File: config.mk
export PLATFORM = sky130hd
export DESIGN_NAME = crosshair_text_overlay
export DESIGN_NICKNAME = d
export VERILOG_FILES = /design/src/hdl/cto_pkg.sv /design/src/hdl/crosshair_text_overlay.sv
export VERILOG_INCLUDE_DIRS = /design/src /design/src/hdl
export SDC_FILE = /design/constraint.sdc
export NUM_CORES = 1
export LEC_CHECK = 0
export BUFFER_PORTS_ARGS = -buffer_cell sky130_fd_sc_hd__buf_2
export CAP_MARGIN = 10
export CORE_MARGIN = 3
export CORE_UTILIZATION = 50
export CTS_CLUSTER_SIZE = 25
export DETAILED_ROUTE_END_ITERATION = 8
export PLACE_DENSITY = 0.68
export SLEW_MARGIN = 0
export SYNTH_ARGS = -nofsm -noshare
export SYNTH_HDL_FRONTEND = slang
export SYNTH_SLANG_ARGS = --single-unit
File: constraint.sdc
create_clock -name i_clk -period 6.05 [get_ports i_clk]
set_clock_uncertainty 0.05 [all_clocks]
set_input_delay 0.3025 -clock i_clk [delete_from_list [all_inputs] [get_ports i_clk]]
set_output_delay 0.3025 -clock i_clk [all_outputs]
set_load 0.005 [all_outputs]
File: src/hdl/crosshair_text_overlay_macros.svh
// Assertion macros for the crosshair and text overlay.
// Depends on nothing; included by the top level only.
`ifndef CROSSHAIR_TEXT_OVERLAY_MACROS_SVH
`define CROSSHAIR_TEXT_OVERLAY_MACROS_SVH

// Check that the consequent holds in the cycle after the antecedent.
`define CTO_ASSERT_NEXT(lbl, clk, rst_n, ante, cons, msg) \
    lbl: assert property (@(posedge clk) disable iff (!rst_n) (ante) |=> (cons)) \
        else $error(msg);

// Check that the consequent holds in the same cycle as the antecedent.
`define CTO_ASSERT_NOW(lbl, clk, rst_n, ante, cons, msg) \
    lbl: assert property (@(posedge clk) disable iff (!rst_n) (ante) |-> (cons)) \
        else $error(msg);

`endif

File: src/hdl/cto_pkg.sv
// Package for the crosshair and text overlay: screen geometry, font, codes
// and the hit-test functions. Depends on nothing.
package cto_pkg;

    // Screen and glyph geometry
    localparam int SCREEN_WIDTH  = 320;
    localparam int SCREEN_HEIGHT = 240;
    localparam int GLYPH_SCALE   = 2;

    localparam int ARM      = 24;
    localparam int GAP      = 6;
    localparam int THICK    = 2;
    localparam int ARM_LEN  = ARM - GAP;
    localparam int FONT_W   = 5;
    localparam int FONT_H   = 7;
    localparam int CHAR_GAP = 2;
    localparam int CHAR_ADV = FONT_W * GLYPH_SCALE + CHAR_GAP;
    localparam int MARGIN_X = 6;
    localparam int MARGIN_Y = 6;

    localparam int CX = SCREEN_WIDTH / 2;
    localparam int CY = SCREEN_HEIGHT / 2;
    localparam int X0 = CX - THICK / 2;
    localparam int Y0 = CY - THICK / 2;

    // Signed coordinate wide enough for every screen size and offset
    typedef logic signed [11:0] t_coord;

    localparam t_coord GLYPH_SCALE_C = t_coord'(GLYPH_SCALE);
    localparam t_coord GLYPH_W_C     = t_coord'(FONT_W * GLYPH_SCALE);
    localparam t_coord GLYPH_H_C     = t_coord'(FONT_H * GLYPH_SCALE);

    // Crosshair rectangles: upper, lower, left, right arm and center dot
    localparam int NUM_RECTS = 5;
    localparam int RECT_X [NUM_RECTS] = '{X0, X0, CX - ARM, CX + GAP, X0};
    localparam int RECT_Y [NUM_RECTS] = '{CY - ARM, CY + GAP, Y0, Y0, Y0};
    localparam int RECT_W [NUM_RECTS] = '{THICK, THICK, ARM_LEN, ARM_LEN, THICK};
    localparam int RECT_H [NUM_RECTS] = '{ARM_LEN, ARM_LEN, THICK, THICK, THICK};

    // Configuration port
    localparam int CFG_IDX_W  = 2;
    localparam int CFG_DATA_W = 14;
    localparam logic [CFG_IDX_W-1:0] CFG_ENABLE = 2'd0;
    localparam logic [CFG_IDX_W-1:0] CFG_MODE   = 2'd1;
    localparam logic [CFG_IDX_W-1:0] CFG_FPS    = 2'd2;

    localparam logic [CFG_DATA_W-1:0] FPS_MAX = 14'd9999;

    // Reciprocal constants for the decimal split of a 14-bit value
    localparam logic [29:0] DIV10_MUL   = 30'd52429;
    localparam int          DIV10_SHIFT = 19;
    localparam logic [29:0] DIV100_MUL  = 30'd5243;
    localparam int          DIV100_SHIFT = 19;
    localparam logic [29:0] DIV1K_MUL   = 30'd8389;
    localparam int          DIV1K_SHIFT = 23;

    // Character codes: 0..9 are digits
    typedef logic [3:0] t_code;
    localparam t_code CODE_9     = 4'd9;
    localparam t_code CODE_DOT   = 4'd10;
    localparam t_code CODE_F     = 4'd11;
    localparam t_code CODE_P     = 4'd12;
    localparam t_code CODE_S     = 4'd13;
    localparam t_code CODE_SPACE = 4'd14;
    localparam t_code CODE_NONE  = 4'd15;

    // Text slots counted from the right edge; slot 0 is the tenths digit
    localparam int NUM_SLOTS = 9;
    typedef logic [NUM_SLOTS-1:0][3:0] t_slots;
    localparam int SLOT_X0 = SCREEN_WIDTH - MARGIN_X - CHAR_ADV + CHAR_GAP;

    localparam logic [6:0] FONT_BITS [14][FONT_W] = '{
        '{7'h3E, 7'h51, 7'h49, 7'h45, 7'h3E},
        '{7'h00, 7'h42, 7'h7F, 7'h40, 7'h00},
        '{7'h42, 7'h61, 7'h51, 7'h49, 7'h46},
        '{7'h21, 7'h41, 7'h45, 7'h4B, 7'h31},
        '{7'h18, 7'h14, 7'h12, 7'h7F, 7'h10},
        '{7'h27, 7'h45, 7'h45, 7'h45, 7'h39},
        '{7'h3C, 7'h4A, 7'h49, 7'h49, 7'h30},
        '{7'h01, 7'h71, 7'h09, 7'h05, 7'h03},
        '{7'h36, 7'h49, 7'h49, 7'h49, 7'h36},
        '{7'h06, 7'h49, 7'h49, 7'h29, 7'h1E},
        '{7'h00, 7'h60, 7'h60, 7'h00, 7'h00},
        '{7'h7F, 7'h09, 7'h09, 7'h09, 7'h01},
        '{7'h7F, 7'h09, 7'h09, 7'h09, 7'h06},
        '{7'h46, 7'h49, 7'h49, 7'h49, 7'h31}
    };

    localparam logic [15:0] COLOR_BLACK = 16'h0000;
    localparam logic [15:0] COLOR_WHITE = 16'hFFFF;

    function automatic logic [15:0] mode_color(input logic [1:0] mode);
        logic [15:0] color;
        case (mode)
            2'd0:    color = 16'h07E0;
            2'd1:    color = 16'hFFE0;
            2'd2:    color = 16'hF800;
            default: color = 16'h07FF;
        endcase
        return color;
    endfunction

    function automatic logic [6:0] font_col(input t_code code, input logic [2:0] col);
        logic [6:0] bits;
        bits = 7'h00;
        if (code < CODE_SPACE && col < 3'(FONT_W)) begin
            bits = FONT_BITS[code][col];
        end
        return bits;
    endfunction

    function automatic logic in_rect(input t_coord c, input t_coord r, input int x,
                                     input int y, input int w, input int h, input int g);
        t_coord x0;
        t_coord y0;
        x0 = t_coord'(x - g);
        y0 = t_coord'(y - g);
        return (c >= x0) && (c < x0 + t_coord'(w + 2 * g)) &&
               (r >= y0) && (r < y0 + t_coord'(h + 2 * g));
    endfunction

    function automatic logic in_cross(input t_coord c, input t_coord r, input int g);
        logic hit;
        hit = 1'b0;
        for (int k = 0; k < NUM_RECTS; k++) begin
            hit = hit | in_rect(c, r, RECT_X[k], RECT_Y[k], RECT_W[k], RECT_H[k], g);
        end
        return hit;
    endfunction

    function automatic logic in_text(input t_coord c, input t_coord r, input t_coord off,
                                     input t_slots codes);
        logic       hit;
        t_coord     dc;
        t_coord     dr;
        logic [2:0] fcol;
        logic [2:0] frow;
        logic [6:0] bits;
        hit  = 1'b0;
        dr   = r - t_coord'(MARGIN_Y) - off;
        frow = 3'(dr / GLYPH_SCALE_C);
        if (dr >= 0 && dr < GLYPH_H_C) begin
            for (int j = 0; j < NUM_SLOTS; j++) begin
                dc   = c - t_coord'(SLOT_X0 - j * CHAR_ADV) - off;
                fcol = 3'(dc / GLYPH_SCALE_C);
                bits = font_col(codes[j], fcol);
                if (dc >= 0 && dc < GLYPH_W_C && bits[frow]) begin
                    hit = 1'b1;
                end
            end
        end
        return hit;
    endfunction

    // Lay out "FPS w.t" right aligned; ndig is the count of whole digits
    function automatic t_slots build_slots(input t_code hund, input t_code tens,
                                           input t_code ones, input t_code tenth,
                                           input logic [1:0] ndig);
        t_slots s;
        s    = {NUM_SLOTS{CODE_NONE}};
        s[0] = tenth;
        s[1] = CODE_DOT;
        s[2] = ones;
        case (ndig)
            2'd3: begin
                s[3] = tens;
                s[4] = hund;
                s[5] = CODE_SPACE;
                s[6] = CODE_S;
                s[7] = CODE_P;
                s[8] = CODE_F;
            end
            2'd2: begin
                s[3] = tens;
                s[4] = CODE_SPACE;
                s[5] = CODE_S;
                s[6] = CODE_P;
                s[7] = CODE_F;
            end
            default: begin
                s[3] = CODE_SPACE;
                s[4] = CODE_S;
                s[5] = CODE_P;
                s[6] = CODE_F;
            end
        endcase
        return s;
    endfunction

endpackage

File: src/hdl/crosshair_text_overlay.sv
// Top level of the crosshair and frame-rate text overlay for an RGB565 stream.
// Depends on cto_pkg and crosshair_text_overlay_macros.svh.

// Takes one pixel per clock (start high; busy is always low, so every start is
// taken) and returns it with the overlay applied on o_pixel_out. A one-cycle
// o_valid strobe marks each result as it leaves the result register, after the
// input register and the hit tests. The result cannot be held off:
// read it in the cycle o_valid is high. Throughput is one item per clock, set
// by the input register and the result register with the crosshair and text
// hit tests between them. A frame-rate write is split into decimal digits as it
// is written, so an item taken at or after the write edge already sees the new
// text. There is no clearing pass after reset.
module crosshair_text_overlay (
    input  logic                            i_clk,
    input  logic                            i_rst_n,
    input  logic                            start,
    output logic                            busy,
    input  logic [8:0]                      i_column,
    input  logic [7:0]                      i_row,
    input  logic [15:0]                     i_pixel_in,
    output logic                            o_valid,
    output logic [15:0]                     o_pixel_out,
    input  logic                            i_cfg_we,
    input  logic [cto_pkg::CFG_IDX_W-1:0]   i_cfg_idx,
    input  logic [cto_pkg::CFG_DATA_W-1:0]  i_cfg_wdata
);
    import cto_pkg::*;

    `include "crosshair_text_overlay_macros.svh"

    // Configuration registers
    logic   r_enable;
    logic   [1:0] r_mode;
    t_slots r_slot_code;
    t_slots n_slot_code;

    // Input register
    logic        r_in_valid;
    logic [8:0]  r_col;
    logic [7:0]  r_row;
    logic [15:0] r_pix;

    // Result register
    logic        r_valid;
    logic [15:0] r_pixel_out;
    logic [15:0] n_pixel_out;

    logic accept;

    // Never stall the source: a new item enters every cycle
    assign busy   = 1'b0;
    assign accept = start && !busy;

    // Split the written frame rate into digits by reciprocal multiplication
    always_comb begin
        logic [29:0] p10;
        logic [29:0] p100;
        logic [29:0] p1k;
        logic [10:0] q10;
        logic [7:0]  q100;
        logic [4:0]  q1k;
        t_code       tenth;
        t_code       ones;
        t_code       tens;
        t_code       hund;
        logic [1:0]  ndig;
        p10   = 30'(i_cfg_wdata) * DIV10_MUL;
        p100  = 30'(i_cfg_wdata) * DIV100_MUL;
        p1k   = 30'(i_cfg_wdata) * DIV1K_MUL;
        q10   = 11'(p10 >> DIV10_SHIFT);
        q100  = 8'(p100 >> DIV100_SHIFT);
        q1k   = 5'(p1k >> DIV1K_SHIFT);
        tenth = 4'(i_cfg_wdata - 14'({q10, 3'b000}) - 14'({q10, 1'b0}));
        ones  = 4'(q10 - 11'({q100, 3'b000}) - 11'({q100, 1'b0}));
        tens  = 4'(q100 - 8'({q1k, 3'b000}) - 8'({q1k, 1'b0}));
        hund  = 4'(q1k);
        ndig  = (q1k != 5'd0) ? 2'd3 : ((q100 != 8'd0) ? 2'd2 : 2'd1);
        // Saturate: anything above the limit reads 999.9
        if (i_cfg_wdata > FPS_MAX) begin
            n_slot_code = build_slots(CODE_9, CODE_9, CODE_9, CODE_9, 2'd3);
        end else begin
            n_slot_code = build_slots(hund, tens, ones, tenth, ndig);
        end
    end

    always_ff @(posedge i_clk) begin
        if (!i_rst_n) begin
            r_enable    <= 1'b1;
            r_mode      <= 2'd0;
            r_slot_code <= build_slots(4'd0, 4'd0, 4'd0, 4'd0, 2'd1);
        end else if (i_cfg_we) begin
            // Drop writes to an unused index
            case (i_cfg_idx)
                CFG_ENABLE: r_enable    <= i_cfg_wdata[0];
                CFG_MODE:   r_mode      <= i_cfg_wdata[1:0];
                CFG_FPS:    r_slot_code <= n_slot_code;
                default:    ;
            endcase
        end
    end

    // Capture the item
    always_ff @(posedge i_clk) begin
        if (!i_rst_n) begin
            r_in_valid <= 1'b0;
        end else begin
            r_in_valid <= accept;
        end
    end

    always_ff @(posedge i_clk) begin
        if (accept) begin
            r_col <= i_column;
            r_row <= i_row;
            r_pix <= i_pixel_in;
        end
    end

    // Paint in layer order: outline, fill, shadow, text; later layers win
    always_comb begin
        t_coord c;
        t_coord r;
        logic   on_screen;
        c           = t_coord'({3'b000, r_col});
        r           = t_coord'({4'b0000, r_row});
        on_screen   = (c < t_coord'(SCREEN_WIDTH)) && (r < t_coord'(SCREEN_HEIGHT));
        n_pixel_out = r_pix;
        if (r_enable && on_screen) begin
            if (in_cross(c, r, 1)) begin
                n_pixel_out = COLOR_BLACK;
            end
            if (in_cross(c, r, 0)) begin
                n_pixel_out = mode_color(r_mode);
            end
            if (in_text(c, r, t_coord'(1), r_slot_code)) begin
                n_pixel_out = COLOR_BLACK;
            end
            if (in_text(c, r, t_coord'(0), r_slot_code)) begin
                n_pixel_out = COLOR_WHITE;
            end
        end
    end

    // Register the result and raise the strobe with it
    always_ff @(posedge i_clk) begin
        if (!i_rst_n) begin
            r_valid <= 1'b0;
        end else begin
            r_valid <= r_in_valid;
        end
    end

    always_ff @(posedge i_clk) begin
        if (r_in_valid) begin
            r_pixel_out <= n_pixel_out;
        end
    end

    assign o_valid     = r_valid;
    assign o_pixel_out = r_pixel_out;

    // Pass the pixel through untouched while the overlay is off
    `CTO_ASSERT_NEXT(a_disabled_pass, i_clk, i_rst_n,
        r_in_valid && !r_enable,
        r_pixel_out == $past(r_pix),
        "overlay disabled but pixel changed")
    // Pass off-screen pixels through untouched
    `CTO_ASSERT_NEXT(a_offscreen_pass, i_clk, i_rst_n,
        r_in_valid && (({3'b000, r_col} >= 12'(SCREEN_WIDTH)) ||
                       ({4'b0000, r_row} >= 12'(SCREEN_HEIGHT))),
        r_pixel_out == $past(r_pix),
        "off-screen pixel changed")
    // Show a saturated frame rate as 999.9; the tenths, ones and hundreds slots are checked
    `CTO_ASSERT_NEXT(a_fps_saturate, i_clk, i_rst_n,
        i_cfg_we && (i_cfg_idx == CFG_FPS) && (i_cfg_wdata > FPS_MAX),
        (r_slot_code[0] == CODE_9) && (r_slot_code[2] == CODE_9) &&
            (r_slot_code[4] == CODE_9),
        "saturated frame rate not shown as 999.9")
    // Keep the tenths slot a decimal digit
    `CTO_ASSERT_NOW(a_tenth_digit, i_clk, i_rst_n,
        r_slot_code[1] == CODE_DOT,
        r_slot_code[0] <= CODE_9,
        "tenths slot holds a non-digit")

endmodule

==> reports/results.ini, run 1 <==
[synth]
yosys-top-cells-area=ha_1, fa_1, edfxtp_1
synth-main-ff-cell=edfxtp_1
seq_area_frac_synth_pct=9.13
syn_inst=2685
synth_top_area_share_pct=21.0
yosysWarnings=0
synth_cell_types=97
ys_ff_latch=76
syn_area_per_cell_sq_um=8.21
netlist_area_sq_um=22000
synth_area_leader_cell=ha_1
synth-async-reset-ratio_pct=0
synth_fp_nets=3243
synth_edf_count=49

[power_and_ir_drop]
ir_worst_vdd_mv=0.472
power_density_nw_per_um2=339
leakagePower_nw=11.1
finalPower_mw=8.17

[die]
die_x_um=216
dieArea_sq_um=46600
ioPinCount=71
coreArea_sq_um=43300
die_h_um=216
rows=76
initial_utilization_pct=50.9

[cts]
clock_path_buffers=2
clock_latency_ns=0.34
path_clk_slew_ns=0.07
h-tree-depth=3
cts-root-buf=clkbuf_16
cts_buffers=9
cts_tree=yes
cts_num_sinks=76
hold_buffers=0

[critical_path]
rr_worst_depth=20
crit_required_ns=6.20
cp.buffers_inverters=7
r2r-end=o_pixel_out[11]
worstPathArrival_ns=6.03
endpoint=r_slot_code[11]
ff2ff_setup_slack_ns=0.34
crit_type=in2reg
cp.depth=28
slowest_delay_ns=0.53
r2r-start=r_col[4]
start_kind=input pin
worstSetupEndpointType=flip-flop
crit_start=i_cfg_wdata[6]
critical-path-top-delay-family=adder cells
critPathSlowestCell=fa_1
worstPathMaxFanout=2

[routing]
wire_per_inst_um=22.7
drtIter0Drc=2438
first_pass_iters=7
vias_per_cell=6.38
wl_um=76600
final_antenna_net_count=0
drc_errors=0
vias=21500

[sta]
finalSetupViolations=0
min_period_ns=5.88
drv_slew=0
grt_setup_unrepaired=yes
max_freq_mhz=170
hold_violations=0
fin_crit_sh_pct=97.2
whs_ns=0.0780
worstMarginPinSlew_ns=1.18
max_slew_margin_pct=21.1

[finish]
final_layout_size_suffix_gt1_share_pct=12.5
fin_util_pct=55.8
syn2layout_area_growth_pct=9.56
final_area_sq_um=24100
nets=3339

[run]
drv_cap=0

[place]
io_buffers=69
hpwlAfterDp_um=61200
dpl_cell_area_sq_um=23800
gp_congestion=1.01

[grt]
grt_max_degree=47
grtUsageMet3_pct=4.69
antenna_found_initial=4
track_usage_pct=31.9
grt_pass1_vias=21100
grt.met1_usage_pct=40.6
grt_busiest_layer=met2
gr-total-overflow=0
grtUsageMet2_pct=53.2
grt_pass1_wl_um=119000

[run_status]
status=finished clean

[worst_hold_path]
hold_path.class=in2reg

## layout by cell type, fill, tap and decap left out, types with 47 or more instances in the layout
cell type,n
ha_1,363
nor2_1,151
nand2b_1,47
buf_4,171
xnor2_1,71
nor2b_1,50
o211ai_1,55
a21oi_1,148
inv_1,344
nand2_1,149
buf_2,69
fa_1,136
nand3_1,52
edfxtp_1,49
o21ai_0,116
## synth_stat cells, types with 10 or more instances
cell / n
o211ai_1: 55
mux2i_1: 45
fa_1: 136
and3_1: 22
nand2b_1: 47
nor3_1: 38
a311oi_1: 14
a31oi_1: 45
o22ai_1: 24
buf_2: 42
mux2_2: 17
nand3b_1: 17
buf_4: 10
xor2_1: 27
nor2_1: 152
a22oi_1: 10
nor4_1: 23
a21o_1: 25
clkbuf_1: 96
mux4_2: 10
nor3b_1: 12
nand2_1: 149
a211o_1: 12
or2_2: 18
nor2b_1: 50
a211oi_1: 27
a32oi_1: 12
o221ai_1: 19
a2111oi_0: 16
o2111ai_1: 16
a21oi_1: 149
a221oi_1: 11
inv_1: 344
o21a_1: 34
o21ai_0: 116
a21boi_0: 15
xnor2_1: 72
ha_1: 369
dfxtp_1: 27
nand3_1: 52
nand4_1: 25
o31ai_1: 22
edfxtp_1: 49
and2_1: 21
## stage by stage
| step | instances | TNS [ns] | worst slack (ns) |
|---|---|---|---|
| after floorplan | 2685 | 0 | 0.0437 |
| after CTS | 3371 | 0 | 0.0000231 |
| after global routing | 3373 | -0.0554 | -0.0554 |
| final | 3373 | 0 | 0.169 |
| after global placement | 3354 | -0.682 | -0.352 |
| after detailed placement | 3354 | -1.39 | -0.386 |
## worst reg2reg max path: stages, from the launching register on
cell      delay (ns)
edfxtp_1        0.43
inv_1           0.50
ha_1            0.43
inv_1           0.20
a21oi_1         0.40
a21oi_1         0.08
a31oi_1         0.20
o221a_2         0.22
nor2_1          0.05
ha_2            0.19
ha_1            0.43
nor2_2          0.33
o311ai_0        0.24
a31oi_1         0.21
a311oi_1        0.09
a311oi_1        0.37
o311ai_2        0.14
and3b_1         0.20
a31oi_1         0.19
nand3_1         0.30
o21a_1          0.22
## repair_timing
item,4_1_cts,5_1_grt
setup endpoints to repair,1,12
pin swaps,0,10
hold endpoints to repair,0,0
resized for setup,1,12
setup buffers,1,0
## area by class of cell
class / instances / area [sq um]
inverters: 350 / 1310
flip-flops and latches: 76 / 2010
well taps: 585 / 732
clock buffers: 9 / 225
clock inverters: 7 / 55.1
diodes: 2 / 5.00
repair buffers: 243 / 1690
fillers: 4023 / 19100
multi-input cells: 2101 / 18100
## sequential cells by signal, summed over array words and instances, names as in the netlist
| register | cells |
|---|---|
| r_pix | 16 |
| o_valid | 1 |
| r_in_valid | 1 |
| r_col | 9 |
| r_row | 8 |
| r_mode | 2 |
| r_enable | 1 |
| r_slot_code | 22 |
| o_pixel_out | 16 |
## report_power, final
part	internal, mW	switching (mW)	total, mW
Clock	0.283	0.233	0.516
Combinational	3.12	3.82	6.94
Sequential	0.602	0.109	0.711
## worst min-delay path by stage
| stage | slack, ns | to | cells past startpoint | start |
|---|---|---|---|---|
| after global placement | 0.43 | r_col[8] | 1 | i_column[8] |
| after CTS | 0.07 | r_pix[11] | 1 | i_pixel_in[11] |
| after detailed placement | 0.43 | r_pix[10] | 1 | i_pixel_in[10] |
| after floorplan | 0.35 | r_col[0] | 0 | i_column[0] |
| after global routing | 0.07 | r_pix[12] | 1 | i_pixel_in[12] |
| final | 0.08 | r_pix[12] | 1 | i_pixel_in[12] |
## routing by layer
metal  vias up  wire (um)
met4         4       4100
li1       9870          -
met1     10300      31000
met5         -         27
met2      1045      35900
met3       260       5500
## logic make-up after synthesis
| family | Yosys count | synth area share [%] |
|---|---|---|
| xor gates and xnor gates | 113 | 5.29 |
| AOI/OAI and AO/OA | 732 | 23.2 |
| other | 1 | 0.0170 |
| muxes | 72 | 3.94 |
| buffers and inverters | 508 | 9.10 |
| adders and majority gates | 505 | 33.3 |
| and+or+nand+nor | 678 | 16.1 |
| DFF | 76 | 9.13 |
No activity file was read; power rests on OpenSTA's default activity.
==> run 2, diff against run 1 <==
--- a/config.mk
+++ b/config.mk
@@ -9,10 +9,10 @@
 export BUFFER_PORTS_ARGS = -buffer_cell sky130_fd_sc_hd__buf_2
 export CAP_MARGIN = 10
 export CORE_MARGIN = 3
-export CORE_UTILIZATION = 50
+export CORE_UTILIZATION = 55
 export CTS_CLUSTER_SIZE = 25
 export DETAILED_ROUTE_END_ITERATION = 8
-export PLACE_DENSITY = 0.68
+export PLACE_DENSITY = 0.71
 export SLEW_MARGIN = 0
 export SYNTH_ARGS = -nofsm -noshare
 export SYNTH_HDL_FRONTEND = slang
==> constraint.sdc (replaced) <==
create_clock -name i_clk -period 7.4 [get_ports i_clk]
set_clock_uncertainty 0.05 [all_clocks]
set_input_delay 0.37 -clock i_clk [delete_from_list [all_inputs] [get_ports i_clk]]
set_output_delay 0.37 -clock i_clk [all_outputs]
set_load 0.005 [all_outputs]
==> run 2 against run 1 <==
Effect of this change:
- first-iteration DRC count grew 7.5%
- global-route usage grew 2.2 points
- sequential power shrank 17%
- via count shrank 1.3%
- non-clock buffer count shrank 118
- flip-flop and latch count is the same
- final cell count shrank 5.5%
- die area shrank 8.8%
- final area shrank 4.3%
- total power shrank 24%
- critical path type unchanged
- largest cell class unchanged
==> reports/results.ini, run 2 (synthesized netlist as in run 1, its figures left out) <==
[routing]
final_antenna_net_count=0  ; unchanged
vias_per_cell=6.66  ; was 6.38
drc_errors=0  ; unchanged
first_pass_iters=6  ; was 7
wl_um=73400  ; was 76,600 um
wire_per_inst_um=23.1  ; was 22.7 um
vias=21200  ; was 21,500
drtIter0Drc=2620  ; was 2,438

[finish]
final_cell_mix=ha_1, inv_1, nor2_1, nand2_1, a21oi_1  ; was ha_1, inv_1, buf_4, nor2_1, nand2_1
multi_input_area_sq_um=18000  ; was 18,100 sq um
diodes=0  ; was 2
final_area_sq_um=23100  ; was 24,100 sq um
nets=3221  ; was 3,339
final_layout_size_suffix_gt1_share_pct=8.17  ; was 12.5%
syn2layout_area_growth_pct=4.80  ; was 9.56%
mostFrequentLayoutCell=ha_1  ; unchanged
largest_reg_flops=22  ; unchanged
fillerInstances=3515  ; was 4,023
largest-register=r_slot_code  ; unchanged
regArea_sq_um=2010  ; unchanged

[power_and_ir_drop]
leakagePower_nw=10.6  ; was 11.1 nW
power_density_nw_per_um2=269  ; was 339 nW/um^2
ir_worst_vdd_mv=0.302  ; was 0.472 mV

[die]
coreArea_sq_um=39100  ; was 43,300 sq um
initial_utilization_pct=56.4  ; was 50.9%
ioPinCount=71  ; unchanged
die_h_um=206  ; was 216 um
dieArea_sq_um=42500  ; was 46,600 sq um
rows=72  ; was 76
die_x_um=206  ; was 216 um

[critical_path]
start_kind=input pin  ; unchanged
ff2ff_setup_slack_ns=1.30  ; was 0.34 ns
worstPathArrival_ns=6.67  ; was 6.03 ns
worstSetupEndpointType=flip-flop  ; unchanged
worstPathMaxFanout=12  ; was 2
crit_type=in2reg  ; unchanged
crit_required_ns=7.56  ; was 6.20 ns

[sta]
worstMarginPinSlew_ns=1.21  ; was 1.18 ns
max_freq_mhz=154
finalSetupViolations=0  ; unchanged
fin_ws_ns=0.896  ; was 0.169 ns
hold_violations=0  ; unchanged
fin_crit_sh_pct=87.9
timing.setup.tns_ns=0  ; unchanged
grt_setup_unrepaired=no  ; was yes
min_period_ns=6.50
drv_slew=0  ; unchanged
max_slew_margin_pct=18.8  ; was 21.1%

[cts]
cts-resized-gates=0  ; was 1
clock_latency_ns=0.35  ; was 0.34 ns
post_cts_buffers=0  ; was 1
clock_path_buffers=2  ; unchanged
cts_num_sinks=76  ; unchanged
hold_buffers=0  ; unchanged
path_clk_slew_ns=0.07  ; about the same
cts_buffers=9  ; unchanged
h-tree-depth=3  ; unchanged
cts-root-buf=clkbuf_16  ; unchanged
cts_tree=yes  ; unchanged

[place]
dpl_cell_area_sq_um=22800  ; was 23,800 sq um
dp_slack_ns=0.497  ; was -0.386 ns
io_buffers=69  ; unchanged
gp_congestion=1.03  ; was 1.01
hpwlAfterDp_um=57600  ; was 61,200 um

[grt]
track_usage_pct=34.1  ; was 31.9%
grt_pass1_vias=20800  ; was 21,100
antenna_found_initial=0  ; was 4
gr-total-overflow=0  ; unchanged
grt_pass1_wl_um=115000  ; was 119,000 um
grt_max_degree=55  ; was 47

[run]
drv_cap=0  ; unchanged

[run_status]
status=finished clean  ; unchanged

[worst_hold_path]
hold_path.class=in2reg  ; unchanged

run 2: cell types whose count changed in the layout (fill, tap and decap cells not counted), moves of 2 or more:
cell       before  now
buf_4         171   56
diode_2         2    0
buf_12          3    0
ha_1          363  368
ha_2            3    1
bufinv_16       0    2
ha_4            3    0
run 2: per-stage QoR:
| stage | total power [mW] | std cells | utilization, % | hold WS [ns] |
|---|---|---|---|---|
| 5_1_grt | 6.82 | 3186 | 59.1 | 0.129 |
| 2_1_floorplan | 4.34 | 2685 | - | 0.404 |
| 3_3_place_gp | 5.46 | 3170 | 58.2 | 0.438 |
| 3_5_place_dp | 5.58 | 3170 | 58.2 | 0.447 |
| 6_report | 6.20 | 3186 | 59.1 | 0.137 |
| 4_1_cts | 6.14 | 3186 | 59.1 | 0.127 |
run 2: worst paths after layout:
path | from | to | depth (start not counted)
min | i_column[1] | r_col[1] | 1
max reg2reg | r_col[3] | o_pixel_out[5] | 18
min reg2reg | r_slot_code[15] | r_slot_code[15] | 2
max | i_cfg_wdata[7] | r_slot_code[11] | 24
run 2: critical path, stage by stage:
cell,delay [ns]
buf_2,0.28
inv_1,0.16
ha_1,0.36
inv_1,0.08
fa_1,0.50
inv_1,0.08
fa_1,0.57
fa_1,0.45
fa_1,0.46
fa_1,0.45
ha_1,0.31
a2111oi_0,0.39
o221ai_1,0.24
a31o_2,0.32
a21oi_1,0.22
xor2_1,0.24
ha_1,0.21
xnor2_1,0.14
xnor2_1,0.15
xnor2_1,0.15
xnor2_1,0.15
xnor2_1,0.15
xnor2_1,0.14
a21oi_1,0.08
run 2: layout make-up:
cell class	instances	area share, %
repair buffers	125	3.32
clock buffers	9	0.975
flip-flops and latches	76	8.71
multi-input cells	2101	78.0
clock inverters	7	0.461
well taps	518	2.81
inverters	350	5.69
run 2: metal layers:
metal	track usage, %	vias to the layer above	wire length [um]
met4	20.4	0	4770
met1	43.1	10100	28800
li1	-	9625	-
met2	55.7	1175	33900
met3	4.33	294	5950
met5	0	-	0
run 2: power by group:
part / total, mW / leakage, nW / switching, mW / internal, mW
Sequential: 0.587 / 0.694 / 0.0944 / 0.493
Clock: 0.508 / 0.163 / 0.206 / 0.302
Combinational: 5.11 / 9.70 / 2.96 / 2.15
Total: 6.20 / 10.6 / 3.26 / 2.94
